===== src/design/bcpd_pkg.sv =====
// Shared types, codes and widths of the button click pattern detector.
package bcpd_pkg;

  localparam int unsigned TimeBits  = 32;
  localparam int unsigned TickBits  = 16;
  localparam int unsigned CountBits = 4;
  localparam int unsigned DurBits   = 32;
  localparam int unsigned EventBits = 3;
  localparam int unsigned PhaseBits = 2;
  localparam int unsigned CfgIdxBits = 2;

  typedef logic [TimeBits-1:0]   time_t;
  typedef logic [TickBits-1:0]   ticks_t;
  typedef logic [CountBits-1:0]  count_t;
  typedef logic [DurBits-1:0]    dur_t;
  typedef logic [EventBits-1:0]  event_t;
  typedef logic [PhaseBits-1:0]  phase_t;
  typedef logic [CfgIdxBits-1:0] cfg_idx_t;

  // debounce phases
  localparam phase_t PhaseIdle     = 2'd0;
  localparam phase_t PhaseDebounce = 2'd1;
  localparam phase_t PhaseHeld     = 2'd2;
  localparam phase_t PhaseLong     = 2'd3;

  // event codes
  localparam event_t EvNone    = 3'd0;
  localparam event_t EvPress   = 3'd4;
  localparam event_t EvRelease = 3'd7;

  // configuration register indexes
  localparam cfg_idx_t CfgDebounceTicks = 2'd0;
  localparam cfg_idx_t CfgWindowTicks   = 2'd1;
  localparam cfg_idx_t CfgReleasedLevel = 2'd2;

  localparam count_t CountMax      = 4'd15;
  localparam ticks_t DebounceReset = 16'd50;
  localparam ticks_t WindowReset   = 16'd500;

  typedef struct packed {
    ticks_t debounce_ticks;
    ticks_t window_ticks;
    logic   released_level;
  } cfg_t;

  typedef struct packed {
    phase_t phase;
    count_t click_count;
    logic   held_flag;
    time_t  tick_time;
    time_t  debounce_start;
    time_t  window_start;
    time_t  press_start;
    time_t  press_stop;
  } state_t;

  typedef struct packed {
    event_t event_code;
    dur_t   pressed_duration;
  } result_t;

endpackage


===== src/design/bcpd_if.sv =====
// Valid/ready channel interfaces for input items and result items.
interface bcpd_in_if;
  logic valid;
  logic ready;
  logic cmd;
  logic pin_level;

  modport source (output valid, output cmd, output pin_level, input ready);
  modport sink   (input valid, input cmd, input pin_level, output ready);
endinterface

interface bcpd_out_if;
  logic                  valid;
  logic                  ready;
  bcpd_pkg::event_t      event_code;
  bcpd_pkg::dur_t        pressed_duration;

  modport source (output valid, output event_code, output pressed_duration, input ready);
  modport sink   (input valid, input event_code, input pressed_duration, output ready);
endinterface


===== src/design/bcpd_step.sv =====
// Next-state and result logic for one tick or clear item.
module bcpd_step (
  input  bcpd_pkg::cfg_t    cfg_i,
  input  bcpd_pkg::state_t  state_i,
  input  logic              cmd_i,
  input  logic              pin_level_i,
  output bcpd_pkg::state_t  state_o,
  output bcpd_pkg::result_t result_o
);

  bcpd_pkg::state_t nxt;
  bcpd_pkg::event_t ev;
  bcpd_pkg::time_t  now;
  bcpd_pkg::time_t  win_elapsed;
  bcpd_pkg::time_t  deb_elapsed;
  logic             released;

  assign now         = state_i.tick_time;
  assign released    = (pin_level_i == cfg_i.released_level);
  assign win_elapsed = now - state_i.window_start;
  assign deb_elapsed = now - state_i.debounce_start;

  always_comb begin
    nxt = state_i;
    ev  = bcpd_pkg::EvNone;
    if (cmd_i) begin
      // clear everything but the time base, which holds
      nxt           = '0;
      nxt.tick_time = state_i.tick_time;
    end else begin
      // judge the window
      if (state_i.click_count != '0 || state_i.phase == bcpd_pkg::PhaseHeld) begin
        if (win_elapsed >= bcpd_pkg::time_t'(cfg_i.window_ticks)) begin
          if (released) begin
            if (state_i.click_count inside {[4'd1:4'd3]}) begin
              ev = bcpd_pkg::event_t'(state_i.click_count);
            end
          end else begin
            if (state_i.click_count <= 4'd2) begin
              ev = bcpd_pkg::EvPress + bcpd_pkg::event_t'(state_i.click_count);
            end
            nxt.press_start = now;
            nxt.phase       = bcpd_pkg::PhaseLong;
          end
          nxt.click_count    = '0;
          nxt.debounce_start = '0;
          nxt.window_start   = '0;
        end
      end

      // debounce machine sees the phase left by the judgement
      case (nxt.phase)
        bcpd_pkg::PhaseIdle: begin
          if (!released && !nxt.held_flag) begin
            nxt.debounce_start = now;
            if (nxt.click_count == '0) begin
              nxt.window_start = now;
            end
            nxt.held_flag = 1'b1;
            nxt.phase     = bcpd_pkg::PhaseDebounce;
          end
        end
        bcpd_pkg::PhaseDebounce: begin
          if (deb_elapsed >= bcpd_pkg::time_t'(cfg_i.debounce_ticks) && !released) begin
            nxt.phase = bcpd_pkg::PhaseHeld;
          end
        end
        bcpd_pkg::PhaseHeld: begin
          if (released) begin
            if (nxt.click_count < bcpd_pkg::CountMax) begin
              nxt.click_count = nxt.click_count + 1'b1;
            end
            nxt.held_flag = 1'b0;
            nxt.phase     = bcpd_pkg::PhaseIdle;
          end
        end
        bcpd_pkg::PhaseLong: begin
          if (released) begin
            nxt.held_flag  = 1'b0;
            nxt.phase      = bcpd_pkg::PhaseIdle;
            nxt.press_stop = now;
            ev             = bcpd_pkg::EvRelease;
          end
        end
        default: begin
          nxt.phase = bcpd_pkg::PhaseIdle;
        end
      endcase

      nxt.tick_time = state_i.tick_time + 1'b1;
    end
  end

  assign state_o                   = nxt;
  assign result_o.event_code       = ev;
  assign result_o.pressed_duration = bcpd_pkg::dur_t'(nxt.press_stop - nxt.press_start);

endmodule


===== src/design/button_click_pattern_detector_unit.sv =====
// Top level of the button click pattern detector: state, config, output buffering.
// Usage:
//   in_ch carries one item per millisecond tick: cmd = 0 with the sampled pin
//   level, or cmd = 1 to clear the detector (the tick counter holds).
//   out_ch returns exactly one result per item: event_code and the duration of
//   the last long press.
//   cfg_we_i / cfg_idx_i / cfg_wdata_i write debounce_ticks (0), window_ticks (1)
//   and released_level (2); write only while no item is in flight.
// Timing:
//   The step logic is combinational; a result is registered in the output
//   register or skid entry. One item per cycle is sustained while out_ch.ready
//   is high; the limit is the single state register update per tick.
//   Results sit in an output register backed by one skid entry, so in_ch.ready
//   depends only on the skid entry and one item is still taken while a result
//   waits. With both full, in_ch.ready drops until out_ch.ready returns.
// Reset:
//   rst_ni clears detector state, the tick counter and both output entries, and
//   loads the registers with debounce 50, window 500, released level 0.
module button_click_pattern_detector_unit (
  input  logic                   clk_i,
  input  logic                   rst_ni,
  bcpd_in_if.sink                in_ch,
  bcpd_out_if.source             out_ch,
  input  logic                   cfg_we_i,
  input  bcpd_pkg::cfg_idx_t     cfg_idx_i,
  input  bcpd_pkg::ticks_t       cfg_wdata_i
);

  bcpd_pkg::cfg_t    cfg_q;
  bcpd_pkg::state_t  state_q, state_d;
  bcpd_pkg::result_t step_res;
  bcpd_pkg::result_t out_q, skid_q;
  logic              out_valid_q, skid_valid_q;
  logic              in_fire, out_fire;

  assign in_ch.ready = !skid_valid_q;
  assign in_fire     = in_ch.valid && in_ch.ready;
  assign out_fire    = out_valid_q && out_ch.ready;

  // configuration registers
  always_ff @(posedge clk_i or negedge rst_ni) begin
    if (!rst_ni) begin
      cfg_q.debounce_ticks <= bcpd_pkg::DebounceReset;
      cfg_q.window_ticks   <= bcpd_pkg::WindowReset;
      cfg_q.released_level <= 1'b0;
    end else if (cfg_we_i) begin
      case (cfg_idx_i)
        bcpd_pkg::CfgDebounceTicks: cfg_q.debounce_ticks <= cfg_wdata_i;
        bcpd_pkg::CfgWindowTicks:   cfg_q.window_ticks   <= cfg_wdata_i;
        bcpd_pkg::CfgReleasedLevel: cfg_q.released_level <= cfg_wdata_i[0];
        default: ;
      endcase
    end
  end

  bcpd_step u_step (
    .cfg_i       (cfg_q),
    .state_i     (state_q),
    .cmd_i       (in_ch.cmd),
    .pin_level_i (in_ch.pin_level),
    .state_o     (state_d),
    .result_o    (step_res)
  );

  // detector state advances once per accepted item
  always_ff @(posedge clk_i or negedge rst_ni) begin
    if (!rst_ni) begin
      state_q <= '0;
    end else if (in_fire) begin
      state_q <= state_d;
    end
  end

  // output register plus skid entry
  always_ff @(posedge clk_i or negedge rst_ni) begin
    if (!rst_ni) begin
      out_valid_q  <= 1'b0;
      skid_valid_q <= 1'b0;
    end else if (skid_valid_q) begin
      if (out_fire) begin
        skid_valid_q <= 1'b0;
      end
    end else if (in_fire) begin
      if (out_valid_q && !out_ch.ready) begin
        skid_valid_q <= 1'b1;
      end else begin
        out_valid_q <= 1'b1;
      end
    end else if (out_fire) begin
      out_valid_q <= 1'b0;
    end
  end

  always_ff @(posedge clk_i) begin
    if (skid_valid_q) begin
      if (out_fire) begin
        out_q <= skid_q;
      end
    end else if (in_fire) begin
      if (out_valid_q && !out_ch.ready) begin
        skid_q <= step_res;
      end else begin
        out_q <= step_res;
      end
    end
  end

  assign out_ch.valid            = out_valid_q;
  assign out_ch.event_code       = out_q.event_code;
  assign out_ch.pressed_duration = out_q.pressed_duration;

  a_skid_behind_out: assert property (@(posedge clk_i) disable iff (!rst_ni)
    skid_valid_q |-> out_valid_q)
    else $error("skid entry held without a valid output entry");

  a_clear_resets: assert property (@(posedge clk_i) disable iff (!rst_ni)
    in_fire && in_ch.cmd |=> state_q.phase == bcpd_pkg::PhaseIdle &&
      state_q.click_count == '0 && !state_q.held_flag)
    else $error("clear item did not return detector to idle");

  a_tick_advance: assert property (@(posedge clk_i) disable iff (!rst_ni)
    in_fire && !in_ch.cmd |=>
      state_q.tick_time == bcpd_pkg::time_t'($past(state_q.tick_time) + 1'b1))
    else $error("tick counter did not advance by one");

  a_result_follows: assert property (@(posedge clk_i) disable iff (!rst_ni)
    in_fire |=> out_valid_q)
    else $error("accepted item left no result");

endmodule

===== src/flat_wrapper.sv =====
// flat-port wrapper written by rule: the top's interface ports become plain ports
module button_click_pattern_detector_unit_flat 
  (clk_i, rst_ni, cfg_we_i, cfg_idx_i, cfg_wdata_i, in_ch_valid, in_ch_cmd, in_ch_pin_level, in_ch_ready, out_ch_valid, out_ch_event_code, out_ch_pressed_duration, out_ch_ready);
  bcpd_in_if in_ch_i ();
  bcpd_out_if out_ch_i ();
  input  logic clk_i;
  input  logic rst_ni;
  input  logic cfg_we_i;
  input  bcpd_pkg::cfg_idx_t cfg_idx_i;
  input  bcpd_pkg::ticks_t cfg_wdata_i;
  input wire logic [$bits(in_ch_i.valid)-1:0] in_ch_valid;
  input wire logic [$bits(in_ch_i.cmd)-1:0] in_ch_cmd;
  input wire logic [$bits(in_ch_i.pin_level)-1:0] in_ch_pin_level;
  output wire logic [$bits(in_ch_i.ready)-1:0] in_ch_ready;
  output wire logic [$bits(out_ch_i.valid)-1:0] out_ch_valid;
  output wire logic [$bits(out_ch_i.event_code)-1:0] out_ch_event_code;
  output wire logic [$bits(out_ch_i.pressed_duration)-1:0] out_ch_pressed_duration;
  input wire logic [$bits(out_ch_i.ready)-1:0] out_ch_ready;
  assign in_ch_i.valid = in_ch_valid;
  assign in_ch_i.cmd = in_ch_cmd;
  assign in_ch_i.pin_level = in_ch_pin_level;
  assign in_ch_ready = in_ch_i.ready;
  assign out_ch_valid = out_ch_i.valid;
  assign out_ch_event_code = out_ch_i.event_code;
  assign out_ch_pressed_duration = out_ch_i.pressed_duration;
  assign out_ch_i.ready = out_ch_ready;
  button_click_pattern_detector_unit u_core (.clk_i(clk_i), .rst_ni(rst_ni), .in_ch(in_ch_i), .out_ch(out_ch_i), .cfg_we_i(cfg_we_i), .cfg_idx_i(cfg_idx_i), .cfg_wdata_i(cfg_wdata_i));
endmodule

===== config.mk =====
export PLATFORM = sky130hd
export DESIGN_NAME = button_click_pattern_detector_unit_flat
export DESIGN_NICKNAME = d
export VERILOG_FILES = /design/src/design/bcpd_pkg.sv /design/src/design/bcpd_if.sv /design/src/design/bcpd_step.sv /design/src/design/button_click_pattern_detector_unit.sv /design/src/flat_wrapper.sv
export SDC_FILE = /design/constraint.sdc
export NUM_CORES = 1
export LEC_CHECK = 0
export ABC_CLOCK_PERIOD_IN_PS = 21400
export BUFFER_PORTS_ARGS = -buffer_cell sky130_fd_sc_hd__buf_2
export CAP_MARGIN = 20
export CORE_UTILIZATION = 49
export CTS_CLUSTER_DIAMETER = 60
export CTS_CLUSTER_SIZE = 14
export DETAILED_ROUTE_END_ITERATION = 10
export GPL_TIMING_DRIVEN = 0
export PLACE_DENSITY_LB_ADDON = 0.25
export RECOVER_POWER = 100
export SLEW_MARGIN = 20
export SYNTH_ARGS = -nofsm -noshare
export SYNTH_HDL_FRONTEND = slang
export SYNTH_SLANG_ARGS = --single-unit

===== constraint.sdc =====
create_clock -name clk_i -period 21.4 [get_ports clk_i]
set_input_delay 1.07 -clock clk_i [delete_from_list [all_inputs] [get_ports clk_i]]
set_output_delay 1.07 -clock clk_i [all_outputs]
set_load 0.005 [all_outputs]

==> results of run 1 <==
## through the flow
step           worst slack, ns  hold WS, ns  util, %  instances  total power [mW]
2_1_floorplan            13.36        0.448        -       2000              1.45
3_3_place_gp             11.63        0.459     52.8       2564              1.73
3_5_place_dp             11.55        0.465     53.2       2570              1.76
4_1_cts                  11.49        0.321     56.0       2628              2.31
5_1_grt                   9.62        0.496     55.1       2628              2.43
6_report                 10.20        0.478     55.1       2628              2.27
## synthesized netlist by cell type (25+ instances only)
cell       number
a21oi_1       107
mux2_2         32
edfxtp_1       70
o2bb2ai_2      30
inv_1         133
xnor2_1        57
nor2_1        114
o21ai_0       119
nand3_1        64
o31ai_1        80
or2_1          27
o21a_1         25
a21o_1         38
nand2_1       258
xor2_1         41
ha_1          128
mux2i_1        63
nor3_1         28
dfrtp_1       193
clkbuf_1       69
## cells by family (layout without fill, tap and decap cells)
logic type               count (synthesis)  in the layout  synth area share (%)
AO/OA/AOI/OAI                          550            550                  21.6
multiplexers                            95             95                  5.33
adder cells (fa/ha/maj)                131            131                  8.94
XOR/XNOR                                98             98                  4.62
AND/OR/NAND/NOR                        624            624                  15.9
flip-flops                             272            272                  38.6
buffers and inverters                  230            354                  5.05
## flip-flops by register name (all words and copies together), names as in the netlist
name and count:
u_core.out_ch.pressed_duration 32, u_core.out_ch.valid 1, u_core.out_ch.event_code 3, u_core.state_q 167, u_core.skid_valid_q 1, u_core.skid_q 35, u_core.cfg_q 33
## routing by layer
metal	share of wire, %	global-route usage (%)
met5	0	0
met4	2.8	8.38
met3	6.2	4.36
met2	44	41.1
met1	47	37.2
## cell type report
class,count,area (sq um)
tap,504,631
sequential,272,7170
timing repair buffer,66,302
fill,3435,16600
buffer,96,379
inverter,134,503
multi-input combinational,1498,10300
clock buffer,41,843
clock inverter,17,178
## worst max path at each step
stage                                   start                                  to  slack [ns]  depth (start not counted)
final                     u_core.state_q[129]  u_core.out_ch.pressed_duration[31]       10.20                         36
after global routing      u_core.state_q[129]  u_core.out_ch.pressed_duration[31]        9.62                         36
after CTS                 u_core.state_q[129]  u_core.out_ch.pressed_duration[31]       11.49                         36
after detailed placement  u_core.state_q[129]  u_core.out_ch.pressed_duration[31]       11.55                         36
after global placement    u_core.state_q[129]  u_core.out_ch.pressed_duration[31]       11.63                         36
after floorplan           u_core.state_q[128]  u_core.out_ch.pressed_duration[28]       13.36                         35
## power breakdown
group | switching [mW] | internal (mW) | total [mW]
clock network | 0.244 | 0.298 | 0.542
logic | 0.638 | 0.419 | 1.06
registers | 0.0360 | 0.637 | 0.673
total | 0.918 | 1.35 | 2.27
## worst max-delay path, delay by kind of cell (launching register included)
| kind | cells | cell delay [ns] |
|---|---|---|
| XOR/XNOR | 1 | 0.08 |
| flip-flops | 1 | 0.61 |
| AO/OA/AOI/OAI | 19 | 5.80 |
| AND/OR/NAND/NOR | 9 | 2.43 |
| buffers and inverters | 4 | 1.30 |
| adder cells (fa/ha/maj) | 3 | 0.77 |
==> impl_metrics.env, run 1 <==
export IMPL_status="finished with violations"
export IMPL_violations="max-capacitance violations, max-slew violations"
export IMPL_hold_violations=0
export IMPL_rsz0062_at_grt="no"
export IMPL_wl_per_cell_um=19.1
export IMPL_maxCapViolations=4
export IMPL_core_sq_um=37000
export IMPL_dieArea_sq_um=38700
export IMPL_synth_cells=2000
export IMPL_min_from="u_core.state_q[4]"
export IMPL_drt_pass1_iterations=7
export IMPL_setup_worst_path_end_class="flop"
export IMPL_critPathSlowestCell="clkbuf_1"
export IMPL_cts_sinks=272
export IMPL_die_x_um=197
export IMPL_setup_viol=0
export IMPL_ys_seq_area_share_pct=38.6
export IMPL_power_leakage_nw=8.74
export IMPL_clk_path_buf_depth=3
export IMPL_period_share_pct=52.3
export IMPL_place_congestion=0.929
export IMPL_period_minus_slack_ns=11.20
export IMPL_syn_num_nets=2156
export IMPL_nNetsFinal=2255
export IMPL_syn_to_final_growth_pct=9.50
export IMPL_drtAntennaViolNets=0
export IMPL_drv_slew=240
export IMPL_ys_ff_latch=272
export IMPL_antenna_found_initial=0
export IMPL_netlist_area_sq_um=18600
export IMPL_fmax_mhz=89.3
export IMPL_final_cell_mix="259 x nand2_1, 193 x dfrtp_1, 134 x inv_1"
export IMPL_setup_tns_ns=0
export IMPL_r2r_setup_slack_ns=10.20
export IMPL_critPathArrivalTime_ns=11.60
export IMPL_synth_warnings=0
export IMPL_cts_setup_buffers=0
export IMPL_drc=0
export IMPL_hold_buffers=0
export IMPL_viasPerCell=5.90
export IMPL_numCtsBuffers=31
export IMPL_yosysUniqueCellTypes=91
export IMPL_cts_resized=0
export IMPL_track_usage_pct=26.3
export IMPL_antennaDiodeCount=0
export IMPL_synth_area_leaders="dfrtp_1 26%, edfxtp_1 11%, ha_1 8.6%"
export IMPL_reg2reg_depth=36
export IMPL_worstReg2RegEnd="u_core.out_ch.pressed_duration[31]"
export IMPL_synthFlopType="dfrtp_1"
export IMPL_drt_iter0_drc=1207
export IMPL_overflow=0
export IMPL_drive_above_1_share_pct=9.42
export IMPL_clockRootBuffer="clkbuf_16"
export IMPL_slew_headroom_pct=-259
export IMPL_dpl_cell_area_sq_um=19700
export IMPL_slowest_delay_ns=0.66
export IMPL_port_buffer_count=60
export IMPL_final_common_cell="nand2_1"
export IMPL_cts_max_level=1
export IMPL_hold_end="u_core.state_q[4]"
export IMPL_die_h_um=197
export IMPL_start_util_pct=50.3
export IMPL_skew_ns=0.0154
export IMPL_grt_pass1_wl_mm=81.4
export IMPL_yosysTopAreaCell="dfrtp_1"
export IMPL_dr_total_vias=15500
export IMPL_worstMarginPinSlew_ns=5.38
export IMPL_clock_latency_ns=0.59
export IMPL_cts_tree="built"
export IMPL_holdCritPathClass="flop to flop"
export IMPL_row_count=70
export IMPL_synth_edf_count=70
export IMPL_hold_depth=2
export IMPL_io_pins=62
export IMPL_clkTransAtPathRegs_ns=0.07
export IMPL_r2r_start="u_core.state_q[129]"
export IMPL_synthArstFlopShare_pct=74.3
export IMPL_grt_max_degree=100
export IMPL_avgSynthCellArea_sq_um=9.29
export IMPL_crit_path_start_kind="flop"
export IMPL_final_area_sq_um=20300
export IMPL_hpwl_mm=37.9
export IMPL_worst_ep_required_time_ns=21.81
export IMPL_wirelength_mm=50.2
export IMPL_p_per_area_nw_per_um2=112
export IMPL_grt_pass1_vias=15200
export IMPL_cp_max_fo=10
export IMPL_synth_top_area_share_pct=26.0
export IMPL_peakVddDrop_v=0.0000554
export IMPL_crit_type="flop to flop"
(Power assumes the default switching activity.)
==> run 2, diff against run 1 <==
--- a/config.mk
+++ b/config.mk
@@ -5,7 +5,7 @@
 export SDC_FILE = /design/constraint.sdc
 export NUM_CORES = 1
 export LEC_CHECK = 0
-export ABC_CLOCK_PERIOD_IN_PS = 21400
+export ABC_CLOCK_PERIOD_IN_PS = 9800
 export BUFFER_PORTS_ARGS = -buffer_cell sky130_fd_sc_hd__buf_2
 export CAP_MARGIN = 20
 export CORE_UTILIZATION = 49
==> constraint.sdc (replaced) <==
create_clock -name clk_i -period 9.8 [get_ports clk_i]
set_input_delay 0.49 -clock clk_i [delete_from_list [all_inputs] [get_ports clk_i]]
set_output_delay 0.49 -clock clk_i [all_outputs]
set_load 0.005 [all_outputs]
==> run 2 against run 1 <==
Net effect: the run still ends with max-capacitance violations, max-slew violations left; count of clock-buffer cells in the layout unchanged; power increased by 120%; non-clock buffer count increased by 5; wire length increased by 0.26%; critical path depth decreased by 1; worst setup slack got worse by 9.8 ns.
==> impl_metrics.env, run 2 (synthesis gave the netlist of run 1 again) <==
export IMPL_holdCritPathClass="primary input to flop"
export IMPL_clk_path_buf_depth=3
export IMPL_dieArea_sq_um=38700
export IMPL_clock_latency_ns=0.60
export IMPL_largest_register_ffs=167
export IMPL_nFillCells=3396
export IMPL_track_usage_pct=26.4
export IMPL_period_minus_slack_ns=9.36
export IMPL_cts_max_level=1
export IMPL_drtAntennaViolNets=0
export IMPL_period_share_pct=95.5
export IMPL_drt_pass1_iterations=5
export IMPL_cts_sinks=272
export IMPL_status="finished with violations"
export IMPL_largest_register="u_core.state_q"
export IMPL_top_regs="u_core.state_q: 167 flops, u_core.skid_q: 35 flops, u_core.cfg_q: 33 flops"
export IMPL_setup_worst_path_end_class="flop"
export IMPL_fmax_mhz=107
export IMPL_critPathArrivalTime_ns=9.70
export IMPL_final_cell_mix="258 x nand2_1, 192 x dfrtp_1, 134 x inv_1"
export IMPL_io_pins=62
export IMPL_hpwl_mm=37.9
export IMPL_row_count=70
export IMPL_antennaDiodeCount=0
export IMPL_slew_headroom_pct=-255
export IMPL_die_x_um=197
export IMPL_clockRootBuffer="clkbuf_16"
export IMPL_cp_max_fo=10
export IMPL_place_congestion=0.929
export IMPL_start_util_pct=50.3
export IMPL_worstMarginPinSlew_ns=5.33
export IMPL_multiInputGateArea_sq_um=10500
export IMPL_numCtsBuffers=31
export IMPL_hold_slack_ns=0.0851
export IMPL_hold_violations=0
export IMPL_wirelength_mm=50.4
export IMPL_port_buffer_count=60
export IMPL_core_sq_um=37000
export IMPL_grt_pass1_vias=15200
export IMPL_peakVddDrop_v=0.000122
export IMPL_die_h_um=197
export IMPL_slowest_delay_ns=0.46
export IMPL_maxCapViolations=4
export IMPL_overflow=0
export IMPL_stdcell_count=2633
export IMPL_critPathTopFamily="compound AO/OA/AOI/OAI gates"
export IMPL_p_per_area_nw_per_um2=244
export IMPL_critPathSlowestCell="fa_1"
export IMPL_viasPerCell=5.90
export IMPL_violations="max-capacitance violations, max-slew violations"
export IMPL_clkTransAtPathRegs_ns=0.07
export IMPL_drv_slew=240
export IMPL_sequential_cell_area_sq_um=7170
export IMPL_grt_max_degree=100
export IMPL_setup_viol=0
export IMPL_drive_above_1_share_pct=11.3
export IMPL_syn_to_final_growth_pct=11.0
export IMPL_grt_pass1_wl_mm=81.4
export IMPL_power_leakage_nw=8.89
export IMPL_crit_type="flop to flop"
export IMPL_final_common_cell="nand2_1"
export IMPL_crit_path_start_kind="flop"
export IMPL_cts_tree="built"
export IMPL_drc=0
export IMPL_drt_iter0_drc=1161
export IMPL_dpl_cell_count=2570
export IMPL_grt_busiest_layer="met2"
export IMPL_skew_ns=0.0191
export IMPL_antenna_found_initial=0
export IMPL_power_mw=5.02
export IMPL_timing_critical_path_buf_inv=2
export IMPL_worst_ep_required_time_ns=10.14
export IMPL_grt_use_met1_pct=37.3
export IMPL_use_met2_pct=41.1
export IMPL_dr_total_vias=15500
export IMPL_nNetsFinal=2260
export IMPL_grt_util_met3_pct=4.41
export IMPL_wl_per_cell_um=19.1
## run 2: cell count changes in the layout (fill, tap and decap cells not counted), sizes merged
cell,previous run,this run
buf,50,67
clkbuf,152,139
dlygate4sd3,0,1
## run 2: timing repair
action,4_1_cts,5_1_grt
endpoints found under the setup margin,1,9
setup buffers,0,4
pin swaps,0,2
gates resized for setup,1,7
hold buffers,1,0
endpoints found under the hold margin,24,0
## run 2: through the flow
| stage | setup TNS (ns) | worst slack (ns) | cell area [sq um] | util [%] |
|---|---|---|---|---|
| final | 0 | 0.443 | 20600 | 55.8 |
| after global routing | -0.00620 | -0.00620 | 20600 | 55.8 |
| after global placement | 0 | 0.0304 | 19500 | 52.8 |
| after floorplan | 0 | 1.76 | 18600 | - |
| after CTS | 0 | 0.114 | 20700 | 56.0 |
| after detailed placement | -0.0539 | -0.0539 | 19700 | 53.2 |
## run 2: path summary, 6_finish.rpt
path	slack, ns	to	startpoint	cells past startpoint
worst max-delay path	0.44	u_core.out_ch.pressed_duration[29]	u_core.state_q[128]	35
worst min-delay path	0.09	u_core.skid_valid_q	out_ch_ready	2
worst max register to register	0.44	u_core.out_ch.pressed_duration[29]	u_core.state_q[128]	35
worst min register to register	0.48	u_core.state_q[17]	u_core.state_q[17]	2
max in group asynchronous	3.19	u_core.state_q[49]	rst_ni	3
min in group asynchronous	0.80	u_core.cfg_q[32]	rst_ni	2
## run 2: worst reg2reg max path, delay by kind of cell (launching register included)
kind,cells,cell delay (ns)
AND/OR/NAND/NOR,8,1.68
XOR/XNOR,2,0.37
flip-flops,1,0.42
buffers and inverters,2,0.38
multiplexers,1,0.31
adder cells (fa/ha/maj),4,1.25
AO/OA/AOI/OAI,18,4.73
## run 2: per-layer routing
layer	up-vias	wire, um
li1	7465	-
met1	7550	23500
met2	433	22400
met3	87	3150
met4	0	1330
met5	-	0
## run 2: layout make-up
cell class | count | area share (%)
Buffer | 96 | 2.11
Timing Repair Buffer | 71 | 1.67
Tap cell | 504 | 3.06
Sequential cell | 272 | 34.8
Multi-Input combinational cell | 1498 | 51.0
Clock inverter | 17 | 0.861
Inverter | 134 | 2.44
Clock buffer | 41 | 4.09
## run 2: where the power goes
group	leakage, nW	switching [mW]	total [mW]	internal, mW
combinational	5.01	1.42	2.37	0.947
sequential	3.38	0.0788	1.47	1.39
clock	0.502	0.536	1.19	0.651
